[src/sv/lmsd_pkg.sv]
`timescale 1ns / 1ps
// -----------------------------------------------------------------------------
// LED matrix serial driver package
// Request codes, result field constants and the controller/datapath bundles.
// -----------------------------------------------------------------------------
package lmsd_pkg;

	typedef enum logic [1:0] {
		REQ_SET_PIXEL   = 2'd0,
		REQ_SEND_COLUMN = 2'd1,
		REQ_INIT        = 2'd2,
		REQ_OPEN_LINE   = 2'd3
	} req_t;

	localparam logic [3:0] WB_NONE = 4'd0;
	localparam logic [3:0] WB_GAIN = 4'd6;
	localparam logic [3:0] WB_DATA = 4'd8;

	localparam logic [5:0] GAIN_RESET = 6'd63;
	localparam logic [7:0] LINE_MAX   = 8'd7;
	localparam int         PIX_BITS   = 24;

	typedef enum logic [1:0] {
		COL_BLUE  = 2'd0,
		COL_GREEN = 2'd1,
		COL_RED   = 2'd2
	} color_t;

	typedef struct packed {
		logic clr_step;
		logic wr_pixel;
		logic lines_update;
		logic init_start;
		logic col_capture;
		logic single_load;
		logic gain_load;
		logic rd_issue;
		logic byte_load;
	} cmd_t;

	typedef struct packed {
		logic clr_last;
		logic gain_last;
		logic row_last;
		logic color_last;
		logic out_free;
	} stat_t;

endpackage

[src/sv/lmsd_if.sv]
`timescale 1ns / 1ps
// -----------------------------------------------------------------------------
// LED matrix serial driver channels
// Request and result channels with valid/ready handshakes.
// -----------------------------------------------------------------------------
interface lmsd_in_if;
	logic       valid;
	logic       ready;
	logic [1:0] req_type;
	logic [2:0] column;
	logic [2:0] row;
	logic [7:0] red;
	logic [7:0] green;
	logic [7:0] blue;
	logic [7:0] line_code;

	modport source (output valid, req_type, column, row, red, green, blue, line_code,
		input ready);
	modport sink (input valid, req_type, column, row, red, green, blue, line_code,
		output ready);
endinterface

interface lmsd_out_if;
	logic       valid;
	logic       ready;
	logic [7:0] shift_word;
	logic [3:0] word_bits;
	logic       bank_select;
	logic       latch_pulse;
	logic [7:0] line_enable;
	logic       last;

	modport source (output valid, shift_word, word_bits, bank_select, latch_pulse,
		line_enable, last, input ready);
	modport sink (input valid, shift_word, word_bits, bank_select, latch_pulse,
		line_enable, last, output ready);
endinterface

[src/sv/lmsd_ram.sv]
`timescale 1ns / 1ps
// -----------------------------------------------------------------------------
// Generic RAM
// One write port and one read port with registered read data.
// -----------------------------------------------------------------------------
module lmsd_ram #(
	parameter int WIDTH = 24,
	parameter int DEPTH = 64,
	localparam int AW = $clog2(DEPTH)
) (
	input  logic             clk,
	input  logic             wr_en,
	input  logic [AW-1:0]    wr_addr,
	input  logic [WIDTH-1:0] wr_data,
	input  logic             rd_en,
	input  logic [AW-1:0]    rd_addr,
	output logic [WIDTH-1:0] rd_data
);

	logic [WIDTH-1:0] mem_q [DEPTH];
	logic [WIDTH-1:0] rd_data_q;

	always_ff @(posedge clk) begin
		if (wr_en) begin
			mem_q[wr_addr] <= wr_data;
		end
		if (rd_en) begin
			rd_data_q <= mem_q[rd_addr];
		end
	end

	assign rd_data = rd_data_q;

endmodule

[src/sv/lmsd_ctrl.sv]
`timescale 1ns / 1ps
// -----------------------------------------------------------------------------
// LED matrix serial driver controller
// Sequences the clearing pass, request intake and the result runs.
// -----------------------------------------------------------------------------
module lmsd_ctrl (
	input  logic            clk,
	input  logic            arst_n,
	input  logic            in_valid,
	input  logic [1:0]      in_req_type,
	output logic            in_ready,
	input  lmsd_pkg::stat_t stat,
	output lmsd_pkg::cmd_t  cmd
);

	typedef enum logic [2:0] {
		ST_CLEAR,
		ST_IDLE,
		ST_SINGLE,
		ST_GAIN,
		ST_READ,
		ST_BYTE
	} state_t;

	state_t state_q;
	logic   fire;

	assign in_ready = (state_q == ST_IDLE);
	assign fire     = in_ready && in_valid;

	always_ff @(posedge clk or negedge arst_n) begin
		if (!arst_n) begin
			state_q <= ST_CLEAR;
		end else begin
			case (state_q)
				ST_CLEAR: begin
					if (stat.clr_last) state_q <= ST_IDLE;
				end
				ST_IDLE: begin
					if (in_valid) begin
						case (in_req_type)
							lmsd_pkg::REQ_INIT:        state_q <= ST_GAIN;
							lmsd_pkg::REQ_SEND_COLUMN: state_q <= ST_READ;
							default:                   state_q <= ST_SINGLE;
						endcase
					end
				end
				ST_SINGLE: begin
					if (stat.out_free) state_q <= ST_IDLE;
				end
				ST_GAIN: begin
					if (stat.out_free && stat.gain_last) state_q <= ST_IDLE;
				end
				ST_READ: begin
					state_q <= ST_BYTE;
				end
				ST_BYTE: begin
					if (stat.out_free && stat.color_last) begin
						state_q <= stat.row_last ? ST_IDLE : ST_READ;
					end
				end
				default: state_q <= ST_CLEAR;
			endcase
		end
	end

	always_comb begin
		cmd              = '0;
		cmd.clr_step     = (state_q == ST_CLEAR);
		cmd.wr_pixel     = fire && (in_req_type == lmsd_pkg::REQ_SET_PIXEL);
		cmd.lines_update = fire && (in_req_type == lmsd_pkg::REQ_OPEN_LINE);
		cmd.init_start   = fire && (in_req_type == lmsd_pkg::REQ_INIT);
		cmd.col_capture  = fire && (in_req_type == lmsd_pkg::REQ_SEND_COLUMN);
		cmd.single_load  = (state_q == ST_SINGLE) && stat.out_free;
		cmd.gain_load    = (state_q == ST_GAIN) && stat.out_free;
		cmd.rd_issue     = (state_q == ST_READ);
		cmd.byte_load    = (state_q == ST_BYTE) && stat.out_free;
	end

endmodule

[src/sv/lmsd_datapath.sv]
`timescale 1ns / 1ps
// -----------------------------------------------------------------------------
// LED matrix serial driver datapath
// Pixel store, line enables, bank flag, counters and the result register.
// -----------------------------------------------------------------------------
module lmsd_datapath #(
	parameter int GRID_SIZE  = 8,
	parameter int GAIN_WORDS = 24
) (
	input  logic            clk,
	input  logic            arst_n,
	input  lmsd_pkg::cmd_t  cmd,
	output lmsd_pkg::stat_t stat,
	input  logic [2:0]      in_column,
	input  logic [2:0]      in_row,
	input  logic [7:0]      in_red,
	input  logic [7:0]      in_green,
	input  logic [7:0]      in_blue,
	input  logic [7:0]      in_line_code,
	input  logic            cfg_we,
	input  logic [5:0]      cfg_wdata,
	input  logic            out_ready,
	output logic            out_valid,
	output logic [7:0]      out_shift_word,
	output logic [3:0]      out_word_bits,
	output logic            out_bank_select,
	output logic            out_latch_pulse,
	output logic [7:0]      out_line_enable,
	output logic            out_last
);

	localparam int CW    = $clog2(GRID_SIZE);
	localparam int DEPTH = GRID_SIZE * GRID_SIZE;
	localparam int AW    = $clog2(DEPTH);
	localparam int GW    = (GAIN_WORDS > 1) ? $clog2(GAIN_WORDS) : 1;

	function automatic logic [CW-1:0] wrap_idx(input logic [2:0] x);
		logic [5:0] v;
		v = {3'b000, x};
		for (int i = 0; i < 3; i++) begin
			if (v >= 6'(GRID_SIZE)) v = v - 6'(GRID_SIZE);
		end
		return CW'(v);
	endfunction

	function automatic logic [AW-1:0] cell_addr(input logic [CW-1:0] c,
		input logic [CW-1:0] r);
		return AW'(AW'(c) * AW'(GRID_SIZE) + AW'(r));
	endfunction

	logic [5:0]    gain_val_q;
	logic [7:0]    lines_q;
	logic          bank_q;
	logic [AW-1:0] clr_q;
	logic [GW-1:0] gain_cnt_q;
	logic [CW-1:0] col_q;
	logic [CW-1:0] row_q;
	logic [1:0]    color_q;

	logic          valid_q;
	logic [7:0]    word_q;
	logic [3:0]    bits_q;
	logic          bank_o_q;
	logic          latch_q;
	logic [7:0]    lines_o_q;
	logic          last_q;

	logic                          wr_en;
	logic [AW-1:0]                 wr_addr;
	logic [lmsd_pkg::PIX_BITS-1:0] wr_data;
	logic [lmsd_pkg::PIX_BITS-1:0] rd_data;
	logic [7:0]                    pix_byte;
	logic                          load;

	assign stat.clr_last   = (clr_q == AW'(DEPTH - 1));
	assign stat.gain_last  = (gain_cnt_q == GW'(GAIN_WORDS - 1));
	assign stat.row_last   = (row_q == CW'(GRID_SIZE - 1));
	assign stat.color_last = (color_q == lmsd_pkg::COL_RED);
	assign stat.out_free   = !valid_q || out_ready;

	assign wr_en   = cmd.clr_step || cmd.wr_pixel;
	assign wr_addr = cmd.clr_step ? clr_q : cell_addr(wrap_idx(in_column), wrap_idx(in_row));
	assign wr_data = cmd.clr_step ? '0 : {in_red, in_green, in_blue};

	lmsd_ram #(
		.WIDTH(lmsd_pkg::PIX_BITS),
		.DEPTH(DEPTH)
	) u_store (
		.clk    (clk),
		.wr_en  (wr_en),
		.wr_addr(wr_addr),
		.wr_data(wr_data),
		.rd_en  (cmd.rd_issue),
		.rd_addr(cell_addr(col_q, row_q)),
		.rd_data(rd_data)
	);

	always_comb begin
		case (color_q)
			lmsd_pkg::COL_BLUE:  pix_byte = rd_data[7:0];
			lmsd_pkg::COL_GREEN: pix_byte = rd_data[15:8];
			default:             pix_byte = rd_data[23:16];
		endcase
	end

	assign load = cmd.single_load || cmd.gain_load || cmd.byte_load;

	always_ff @(posedge clk or negedge arst_n) begin
		if (!arst_n) begin
			gain_val_q <= lmsd_pkg::GAIN_RESET;
			lines_q    <= '0;
			bank_q     <= 1'b0;
			clr_q      <= '0;
			gain_cnt_q <= '0;
			col_q      <= '0;
			row_q      <= '0;
			color_q    <= lmsd_pkg::COL_BLUE;
			valid_q    <= 1'b0;
		end else begin
			if (cfg_we) gain_val_q <= cfg_wdata;
			if (cmd.clr_step) clr_q <= clr_q + AW'(1);
			if (cmd.lines_update) begin
				if (in_line_code > lmsd_pkg::LINE_MAX) begin
					lines_q <= '0;
				end else begin
					lines_q <= lines_q | (8'b1 << in_line_code[2:0]);
				end
			end
			if (cmd.init_start) begin
				lines_q    <= '0;
				bank_q     <= 1'b0;
				gain_cnt_q <= '0;
			end
			if (cmd.gain_load) begin
				gain_cnt_q <= gain_cnt_q + GW'(1);
				if (stat.gain_last) bank_q <= 1'b1;
			end
			if (cmd.col_capture) begin
				col_q   <= wrap_idx(in_column);
				row_q   <= '0;
				color_q <= lmsd_pkg::COL_BLUE;
			end
			if (cmd.byte_load) begin
				if (stat.color_last) begin
					color_q <= lmsd_pkg::COL_BLUE;
					row_q   <= row_q + CW'(1);
				end else begin
					color_q <= color_q + 2'd1;
				end
			end
			if (load) begin
				valid_q <= 1'b1;
			end else if (out_ready) begin
				valid_q <= 1'b0;
			end
		end
	end

	always_ff @(posedge clk) begin
		if (cmd.single_load) begin
			word_q    <= '0;
			bits_q    <= lmsd_pkg::WB_NONE;
			bank_o_q  <= bank_q;
			latch_q   <= 1'b0;
			lines_o_q <= lines_q;
			last_q    <= 1'b1;
		end else if (cmd.gain_load) begin
			word_q    <= {2'b00, gain_val_q};
			bits_q    <= lmsd_pkg::WB_GAIN;
			bank_o_q  <= stat.gain_last;
			latch_q   <= 1'b0;
			lines_o_q <= lines_q;
			last_q    <= stat.gain_last;
		end else if (cmd.byte_load) begin
			word_q    <= pix_byte;
			bits_q    <= lmsd_pkg::WB_DATA;
			bank_o_q  <= bank_q;
			latch_q   <= stat.row_last && stat.color_last;
			lines_o_q <= lines_q;
			last_q    <= stat.row_last && stat.color_last;
		end
	end

	assign out_valid       = valid_q;
	assign out_shift_word  = word_q;
	assign out_word_bits   = bits_q;
	assign out_bank_select = bank_o_q;
	assign out_latch_pulse = latch_q;
	assign out_line_enable = lines_o_q;
	assign out_last        = last_q;

endmodule

[src/sv/led_matrix_serial_driver.sv]
`timescale 1ns / 1ps
// -----------------------------------------------------------------------------
// LED matrix serial driver
// Pixel store and shift-word sequencing for an RGB LED matrix shift register.
//
//   channel   direction  payload
//   in_ch     sink       req_type, column, row, red, green, blue, line_code
//   out_ch    source     shift_word, word_bits, bank_select, latch_pulse,
//                        line_enable, last
//   cfg       write      cfg_we, cfg_wdata (gain value)
//
// Set pixel and open line each send one word with no shift bits; init sends
// GAIN_WORDS gain words. Send column does one pixel store read per row, then
// three byte transfers. After reset a clearing pass over all GRID_SIZE *
// GRID_SIZE pixel store cells runs before the first request is taken. A
// stalled result holds the sequence in place.
// -----------------------------------------------------------------------------
module led_matrix_serial_driver #(
	parameter int GRID_SIZE  = 8,
	parameter int GAIN_WORDS = 24
) (
	input  logic        clk,
	input  logic        arst_n,
	lmsd_in_if.sink     in_ch,
	lmsd_out_if.source  out_ch,
	input  logic        cfg_we,
	input  logic [5:0]  cfg_wdata
);

	lmsd_pkg::cmd_t  cmd;
	lmsd_pkg::stat_t stat;

	lmsd_ctrl u_ctrl (
		.clk        (clk),
		.arst_n     (arst_n),
		.in_valid   (in_ch.valid),
		.in_req_type(in_ch.req_type),
		.in_ready   (in_ch.ready),
		.stat       (stat),
		.cmd        (cmd)
	);

	lmsd_datapath #(
		.GRID_SIZE (GRID_SIZE),
		.GAIN_WORDS(GAIN_WORDS)
	) u_datapath (
		.clk            (clk),
		.arst_n         (arst_n),
		.cmd            (cmd),
		.stat           (stat),
		.in_column      (in_ch.column),
		.in_row         (in_ch.row),
		.in_red         (in_ch.red),
		.in_green       (in_ch.green),
		.in_blue        (in_ch.blue),
		.in_line_code   (in_ch.line_code),
		.cfg_we         (cfg_we),
		.cfg_wdata      (cfg_wdata),
		.out_ready      (out_ch.ready),
		.out_valid      (out_ch.valid),
		.out_shift_word (out_ch.shift_word),
		.out_word_bits  (out_ch.word_bits),
		.out_bank_select(out_ch.bank_select),
		.out_latch_pulse(out_ch.latch_pulse),
		.out_line_enable(out_ch.line_enable),
		.out_last       (out_ch.last)
	);

	a_send_busy: assert property (@(posedge clk) disable iff (!arst_n)
		in_ch.valid && in_ch.ready && in_ch.req_type == lmsd_pkg::REQ_SEND_COLUMN
		|=> !in_ch.ready)
		else $error("request taken while a column send is under way");

	a_latch_last: assert property (@(posedge clk) disable iff (!arst_n)
		out_ch.valid && out_ch.latch_pulse
		|-> out_ch.last && out_ch.word_bits == lmsd_pkg::WB_DATA)
		else $error("latch pulse outside the final data word");

	a_gain_bank: assert property (@(posedge clk) disable iff (!arst_n)
		out_ch.valid && out_ch.word_bits == lmsd_pkg::WB_GAIN
		|-> out_ch.bank_select == out_ch.last && out_ch.line_enable == 8'd0)
		else $error("gain word with wrong bank select or line enables");

	a_clear_blocks: assert property (@(posedge clk) disable iff (!arst_n)
		cmd.clr_step |-> !in_ch.ready && !out_ch.valid)
		else $error("traffic during the clearing pass");

endmodule
[src/flat_wrapper.sv]
// flat-port wrapper written by rule: the top's interface ports become plain ports
module led_matrix_serial_driver_flat 
#(
	parameter int GRID_SIZE  = 8,
	parameter int GAIN_WORDS = 24
)
  (clk, arst_n, cfg_we, cfg_wdata, in_ch_valid, in_ch_req_type, in_ch_column, in_ch_row, in_ch_red, in_ch_green, in_ch_blue, in_ch_line_code, in_ch_ready, out_ch_valid, out_ch_shift_word, out_ch_word_bits, out_ch_bank_select, out_ch_latch_pulse, out_ch_line_enable, out_ch_last, out_ch_ready);
  lmsd_in_if in_ch_i ();
  lmsd_out_if out_ch_i ();
  input  logic clk;
  input  logic arst_n;
  input  logic cfg_we;
  input  logic [5:0] cfg_wdata;
  input wire logic [$bits(in_ch_i.valid)-1:0] in_ch_valid;
  input wire logic [$bits(in_ch_i.req_type)-1:0] in_ch_req_type;
  input wire logic [$bits(in_ch_i.column)-1:0] in_ch_column;
  input wire logic [$bits(in_ch_i.row)-1:0] in_ch_row;
  input wire logic [$bits(in_ch_i.red)-1:0] in_ch_red;
  input wire logic [$bits(in_ch_i.green)-1:0] in_ch_green;
  input wire logic [$bits(in_ch_i.blue)-1:0] in_ch_blue;
  input wire logic [$bits(in_ch_i.line_code)-1:0] in_ch_line_code;
  output wire logic [$bits(in_ch_i.ready)-1:0] in_ch_ready;
  output wire logic [$bits(out_ch_i.valid)-1:0] out_ch_valid;
  output wire logic [$bits(out_ch_i.shift_word)-1:0] out_ch_shift_word;
  output wire logic [$bits(out_ch_i.word_bits)-1:0] out_ch_word_bits;
  output wire logic [$bits(out_ch_i.bank_select)-1:0] out_ch_bank_select;
  output wire logic [$bits(out_ch_i.latch_pulse)-1:0] out_ch_latch_pulse;
  output wire logic [$bits(out_ch_i.line_enable)-1:0] out_ch_line_enable;
  output wire logic [$bits(out_ch_i.last)-1:0] out_ch_last;
  input wire logic [$bits(out_ch_i.ready)-1:0] out_ch_ready;
  assign in_ch_i.valid = in_ch_valid;
  assign in_ch_i.req_type = in_ch_req_type;
  assign in_ch_i.column = in_ch_column;
  assign in_ch_i.row = in_ch_row;
  assign in_ch_i.red = in_ch_red;
  assign in_ch_i.green = in_ch_green;
  assign in_ch_i.blue = in_ch_blue;
  assign in_ch_i.line_code = in_ch_line_code;
  assign in_ch_ready = in_ch_i.ready;
  assign out_ch_valid = out_ch_i.valid;
  assign out_ch_shift_word = out_ch_i.shift_word;
  assign out_ch_word_bits = out_ch_i.word_bits;
  assign out_ch_bank_select = out_ch_i.bank_select;
  assign out_ch_latch_pulse = out_ch_i.latch_pulse;
  assign out_ch_line_enable = out_ch_i.line_enable;
  assign out_ch_last = out_ch_i.last;
  assign out_ch_i.ready = out_ch_ready;
  led_matrix_serial_driver #(.GRID_SIZE(GRID_SIZE), .GAIN_WORDS(GAIN_WORDS)) u_core (.clk(clk), .arst_n(arst_n), .in_ch(in_ch_i), .out_ch(out_ch_i), .cfg_we(cfg_we), .cfg_wdata(cfg_wdata));
endmodule
[config.mk]
export PLATFORM = sky130hd
export DESIGN_NAME = led_matrix_serial_driver_flat
export DESIGN_NICKNAME = d
export VERILOG_FILES = /design/src/sv/lmsd_pkg.sv /design/src/sv/lmsd_if.sv /design/src/sv/lmsd_ram.sv /design/src/sv/lmsd_ctrl.sv /design/src/sv/lmsd_datapath.sv /design/src/sv/led_matrix_serial_driver.sv /design/src/flat_wrapper.sv
export SDC_FILE = /design/constraint.sdc
export NUM_CORES = 2
export LEC_CHECK = 0
export ABC_CLOCK_PERIOD_IN_PS = 5980
export BUFFER_PORTS_ARGS = -buffer_cell sky130_fd_sc_hd__buf_2
export CAP_MARGIN = 20
export CORE_MARGIN = 10
export CORE_UTILIZATION = 55
export DETAILED_ROUTE_END_ITERATION = 7
export MAX_ROUTING_LAYER = met4
export PLACE_DENSITY = 0.71
export SLEW_MARGIN = 20
export SYNTH_ARGS = -nofsm -noshare
export SYNTH_HDL_FRONTEND = slang
export SYNTH_HIERARCHICAL = 1
export SYNTH_SLANG_ARGS = --single-unit
[constraint.sdc]
create_clock -name clk -period 5.98 [get_ports clk]
set_input_delay 0.897 -clock clk [delete_from_list [all_inputs] [get_ports clk]]
set_output_delay 0.897 -clock clk [all_outputs]
set_load 0.005 [all_outputs]
======== Word-level counts from Yosys, hierarchy flattened ========
Memories as Yosys holds them, arrays and structs flattened. A register that Yosys moved wholly into a read port is not among the register bits.
Index checks and enable logic that the tools add are counted.
W data, S select, Z words.
cells by class
  muxes and demuxes ....................... 41
  shifts and indexed selects .............. 1
  order comparisons ....................... 1
  add/subtract/negate cells ............... 6
  reductions and logical operators ........ 27
  bitwise gates (word level) .............. 1
  eq/ne operators ......................... 18
operator list
  kind                   number
  $mux W8                6
  $mux W3                11
  $mux W24               1
  $mux W6                3
  $pmux W3 S6            1
  $pmux W8 S2            1
  $add A6 B3 Y6          2
  $mux W1                12
  $logic_and A1 B1 Y1    11
  $mux W5                2
  $reduce_bool A2 Y1     5
  $eq A3 B3 Y1 const B   3
  $gt A8 B3 Y1 const B   1
  $ne A2 B2 Y1 const B   4
  $or A8 B8 Y8           1
  $shl A1 B3 Y8 const A  1
  $add A6 B1 Y6 const B  1
  $eq A2 B2 Y1 const B   3
  $eq A3 B2 Y1 const B   2
  $eq A6 B6 Y1 const B   1
  $mux W2                3
  $pmux W3 S2            1
  $add A5 B1 Y5 const B  1
  $eq A5 B5 Y1 const B   1
  other kinds (12)       17
word-level totals
  flip-flop bits (word level) ............. 60
  word-level logic and storage cells ...... 114
  memories kept ........................... 1
  bits of input ports ..................... 51
  memory bits (writable) .................. 1536
  output and inout bits ................... 25
memories
  memory                           depth  bits a word  read ports  clocked after Yosys merged registers in  write ports  RTL line        RTL
  u_core.u_datapath.u_store.mem_q  64     24           1           1                                        1            lmsd_ram.sv:20  logic [WIDTH-1:0] mem_q [DEPTH];

======== Logic depth before layout (Yosys ltp) ========
  depth after elaboration ................. 6
  mapped depth ............................ 9
  depth with buffers taken out ............ 7

======== Modules after synthesis ========
Netlist, hierarchy kept.
modules (own cells, without submodules)
  module         instances  sequential area each (sq um)  area each (sq um)  cells an instance
  lmsd_ram       1          46844.9                       59535.8            2610
  lmsd_datapath  1          1393.8                        2660.1             240
  lmsd_ctrl      1          75.1                          382.9              40

======== Worst setup path after synthesis ========
OpenSTA, ideal clock, no wires.
  kind .................................... reg2reg
  from .................................... register u_core.u_ctrl.state_q[0]
  to ...................................... memory u_core.u_datapath.u_store.mem_q[48][0], enable pin
  setup slack ............................. 1.930 ns
  path buffers ............................ 4
  cell stages (with the launch flop) ...... 10
  period minus slack after synthesis ...... 4.050 ns
  setup time .............................. 0.435 ns
  arrival ................................. 3.615 ns
  data required time ...................... 5.545 ns
  cells stage by stage .................... dfrtp_1 -> buf_2 -> nor3_1 -> buf_2 -> buf_2 -> mux2_2 -> clkbuf_1 -> nor2b_1 -> nand4b_1 -> nor3_1
RTL lines
  what                    RTL line         RTL
  start, declared         lmsd_ctrl.sv:25  state_t state_q;
  start signal, assigned  lmsd_ctrl.sv:59  state_q <= stat.row_last ? ST_IDLE : ST_READ;
  end, declared           lmsd_ram.sv:20

======== Worst setup path after layout ========
  from .................................... register u_core.u_datapath.row_q[0]
  to ...................................... register u_core.u_datapath.u_store.rd_data_q[19], in the netlist u_core/u_datapath/u_store/rd_data[19], read port of u_core.u_datapath.u_store.mem_q (data pin)
on the way
  longest elaborated chain between the ends .. 1
RTL lines
  what                    RTL line              RTL
  start, declared         lmsd_datapath.sv:57   logic [CW-1:0] row_q;
  start signal, assigned  lmsd_datapath.sv:146  row_q <= row_q + CW'(1);
  $add A6 B3 Y6           lmsd_datapath.sv:48   return AW'(AW'(c) * AW'(GRID_SIZE) + AW'(r));
  end, declared           lmsd_ram.sv:21        logic [WIDTH-1:0] rd_data_q;
No other way between the ends.
A chain may end at the register's enable or synchronous reset.

==> metrics.txt <==
Initial Utilization=0.5547; Chip Height=roughly 360 um; Iteration-0 DRC Markers=4150; DP Area=~0.065 mm2; GR Util All Layers=0.2421; RR Startpoint=u_core/u_datapath/row_q[0]$_DFF_PN0_; initial antenna violation count=6; HPWL Detailed=approximately 86000 um; IO Port Bufs=74; cts hold-fix bufs=0; Avg Inst Size Synth=21.65 um2; row cnt=between 100 and 150; worst hold-check path type=input pin to async pin; Pwr per Cell Area=roughly 440 mW/mm2; Pleak=about 0.022 uW; Worst setup SP type=flip-flop; largest net degree at the start of global routing=approximately 120; RSZ-0062 raised after global routing=no; switching part of the total power=0.2918; Max Root-Sink Buffers=3; GR Overflow Total=0; Mapped Nets=roughly 3000; Gate Count Post-Synth=roughly 2900; Max Fclk=roughly 260 MHz; period utilization=0.6486; CTS buffer count=between 150 and 200; minimum clock period=roughly 3900 ps; # DRC=0; net switching power=8978 uW; Finish-stage setup viols=0; Clock Sinks=around 1600; global-route wire length before repair=about 220000 um; post-synth design cell area=roughly 0.063 mm2; top-area cell type share of the netlist area=0.7529; TritonRoute pass-1 iters=6; vias in the first global route=30390; kind of critical path=flip-flop to flip-flop; Layout Skew=between 20 and 30 ps; Layout Nets=between 3000 and 4000; pin slew with the least headroom to its limit=~1100 ps; Clock Latency Late Sink=about 760 ps; part of the power in registers=0.461; Synth area leader=edfxtp_1; setup tns final=0 ps; root buf cell=clkbuf_16; CTS tree=yes; worst reg2reg path depth=6; vias after detailed routing=a little over 30000; post-cts sizing count=0; crit path to=u_core/u_datapath/u_store/rd_data[19]$_DFFE_PP_; setup bufs post-CTS=0; Clock power frac=0.304; Avg WL per Cell=roughly 32 um; sequential share of the synthesized area=0.7720; CP Max Fanout=23; Cells after DPL=4413; Routed Antenna Nets=0; Comb power frac=0.235; Area Growth Syn to Fin=12.03%; launch point of the critical path=u_core/u_datapath/row_q[0]$_DFF_PN0_; Cell variety after synth=between 60 and 70; layout cell share with drive strength beyond 1=0.2935; ys async rst share=0.02347; Die W=357.3 um; VDD IR max=0.3735 mV; final cell count without fillers=about 4700; Synth area leaders=edfxtp_1 (75%), mux4_2 (13%), mux2i_1 (1.6%); number of synthesis warnings=6; max-cap viol count=0; IO Count=76; worst endpoint required time=roughly 6500 ps; fin util=0.6215; H-tree levels=4; commonest non-fill, non-tap cell in the layout=edfxtp_1; status=finished clean; most frequent cells in the layout=edfxtp_1 (1569), mux4_2 (355), clkbuf_16 (158); Top FF cell, synth=edfxtp_1; r2r setup slk=2100 ps; DR vias/cell=about 6.6; GPL Wtd Cong=a little under 0.9; headroom to the max-slew limit=0.2736; Int Pwr=21790 uW; CORE AREA=approximately 0.11 mm2; Crit. End Element=flip-flop; Post-synth EDFFs=about 1600; #FFs+latches synth=around 1600; Clock Pin Slew Worst Setup and Hold Paths=60 ps; post-layout instance area=0.07011 mm2; setup ws final=between 2000 and 2500 ps; worst path arrival time=about 4400 ps; area of the die=about 0.13 mm2; overall routed net length=roughly 150000 um; Final Hold Violating Endpoints=0; Setup WS pre-CTS=approximately 2100 ps; FF-to-FF End=u_core/u_datapath/u_store/rd_data[19]$_DFFE_PP_; Slew Limit Fails=0
## logic make-up after synthesis
logic type,after synthesis,share of synthesized area
mux,538,0.1588
fa+ha+maj,4,0.0007998
compound gates,253,0.02829
flops,1619,0.7720
buf+inv,166,0.01448
simple gates,301,0.02443
xor+xnor,8,0.001120
other cells,1,0.00005992
## critical path: stages, from the launching register on
cell	delay (ps)
dfrtp_4	700
buf_4	360
nor2_1	830
a221oi_1	310
a221oi_1	970
a31oi_1	230
o21a_1	180
## final cells by class
cell class	instances	area [um2]
multi-input cells	1105	13780
fillers	7368	42700
flip-flops and latches	1619	48330
clock buffers	195	4093
clock inverters	83	720.7
well taps	1500	1877
repair buffers	184	1281
inverters	6	22.52
diodes	3	7.507
## registers in the layout (all words and copies together), names as in the netlist, 5 cells and up
signal	count
u_core/u_datapath/u_store/mem_q	1536
u_core/u_datapath/u_store/rd_data	24
u_core/u_datapath/lines_q	8
u_core/u_datapath/out_line_enable	8
u_core/u_datapath/out_shift_word	8
u_core/u_datapath/clr_q	6
u_core/u_datapath/gain_val_q	6
u_core/u_datapath/gain_cnt_q	5
## routing by layer
| layer | vias to the layer above | wire length [um] | global-route usage |
|---|---|---|---|
| met3 | 195 | 17210 | 0.05224 |
| met5 | - | 0 | - |
| met4 | 0 | 3835 | 0.06871 |
| met1 | 16320 | 58880 | 0.3491 |
| li1 | 12490 | - | - |
| met2 | 1816 | 69640 | 0.3510 |
## power groups by stage
| stage | Clock [uW] | Sequential, uW | Combinational, uW |
|---|---|---|---|
| global placement | 0 | 14400 | 7000 |
| global route | 9930 | 14200 | 7610 |
| finish | 9370 | 14200 | 7220 |
| detailed placement | 0 | 14400 | 7180 |
| floorplan | 0 | 14200 | 4680 |
| CTS | 9490 | 14200 | 7210 |
## synthesized netlist by cell type (all sizes together), types with 2 or more instances
| cell | count |
|---|---|
| a221o | 4 |
| and3 | 18 |
| dfrtp | 32 |
| clkbuf | 48 |
| nand3b | 3 |
| nand4b | 2 |
| nand3 | 28 |
| nand2b | 13 |
| o31ai | 3 |
| nor3 | 8 |
| inv | 5 |
| a22oi | 31 |
| and4b | 2 |
| or3b | 3 |
| o21a | 14 |
| and2 | 4 |
| xor2 | 3 |
| buf | 112 |
| a21oi | 35 |
| ha | 4 |
| nand4 | 4 |
| or2 | 6 |
| mux4 | 355 |
| mux2i | 102 |
| or3 | 11 |
| dfxtp | 12 |
| o22ai | 60 |
| edfxtp | 1569 |
| a211oi | 6 |
| a22o | 3 |
| dfstp | 6 |
| o211ai | 4 |
| a31oi | 16 |
| nor2 | 101 |
| a221oi | 52 |
| nand2 | 50 |
| and2b | 2 |
| xnor2 | 5 |
| nor2b | 43 |
| mux2 | 81 |
| o21ai | 21 |
| nor3b | 3 |
## through the flow
| step | hold slack (ps) | total power (uW) |
|---|---|---|
| 3_3_place_gp | 437.9 | 21370 |
| 2_1_floorplan | 425.4 | 18930 |
| 3_5_place_dp | 438.8 | 21600 |
| 6_report | 273.1 | 30770 |
| 5_1_grt | 310.9 | 31760 |
| 4_1_cts | 248.7 | 30870 |
## worst min-delay path by stage
| stage | start | end | slack [ps] | cells past startpoint |
|---|---|---|---|---|
| after floorplan | u_core/u_datapath/lines_q[5]$_DFFE_PN0P_ | u_core/u_datapath/out_line_enable[5]$_DFFE_PP_ | 430 | 0 |
| after global placement | u_core/u_datapath/lines_q[6]$_DFFE_PN0P_ | u_core/u_datapath/out_line_enable[6]$_DFFE_PP_ | 440 | 0 |
| after detailed placement | u_core/u_datapath/lines_q[5]$_DFFE_PN0P_ | u_core/u_datapath/out_line_enable[5]$_DFFE_PP_ | 440 | 0 |
| after CTS | arst_n | u_core/u_datapath/row_q[1]$_DFF_PN0_ | 250 | 1 |
| after global routing | arst_n | u_core/u_datapath/color_q[0]$_DFFE_PN0P_ | 310 | 1 |
| final | arst_n | u_core/u_datapath/color_q[0]$_DFFE_PN0P_ | 270 | 1 |
(Power assumes the default switching activity.)
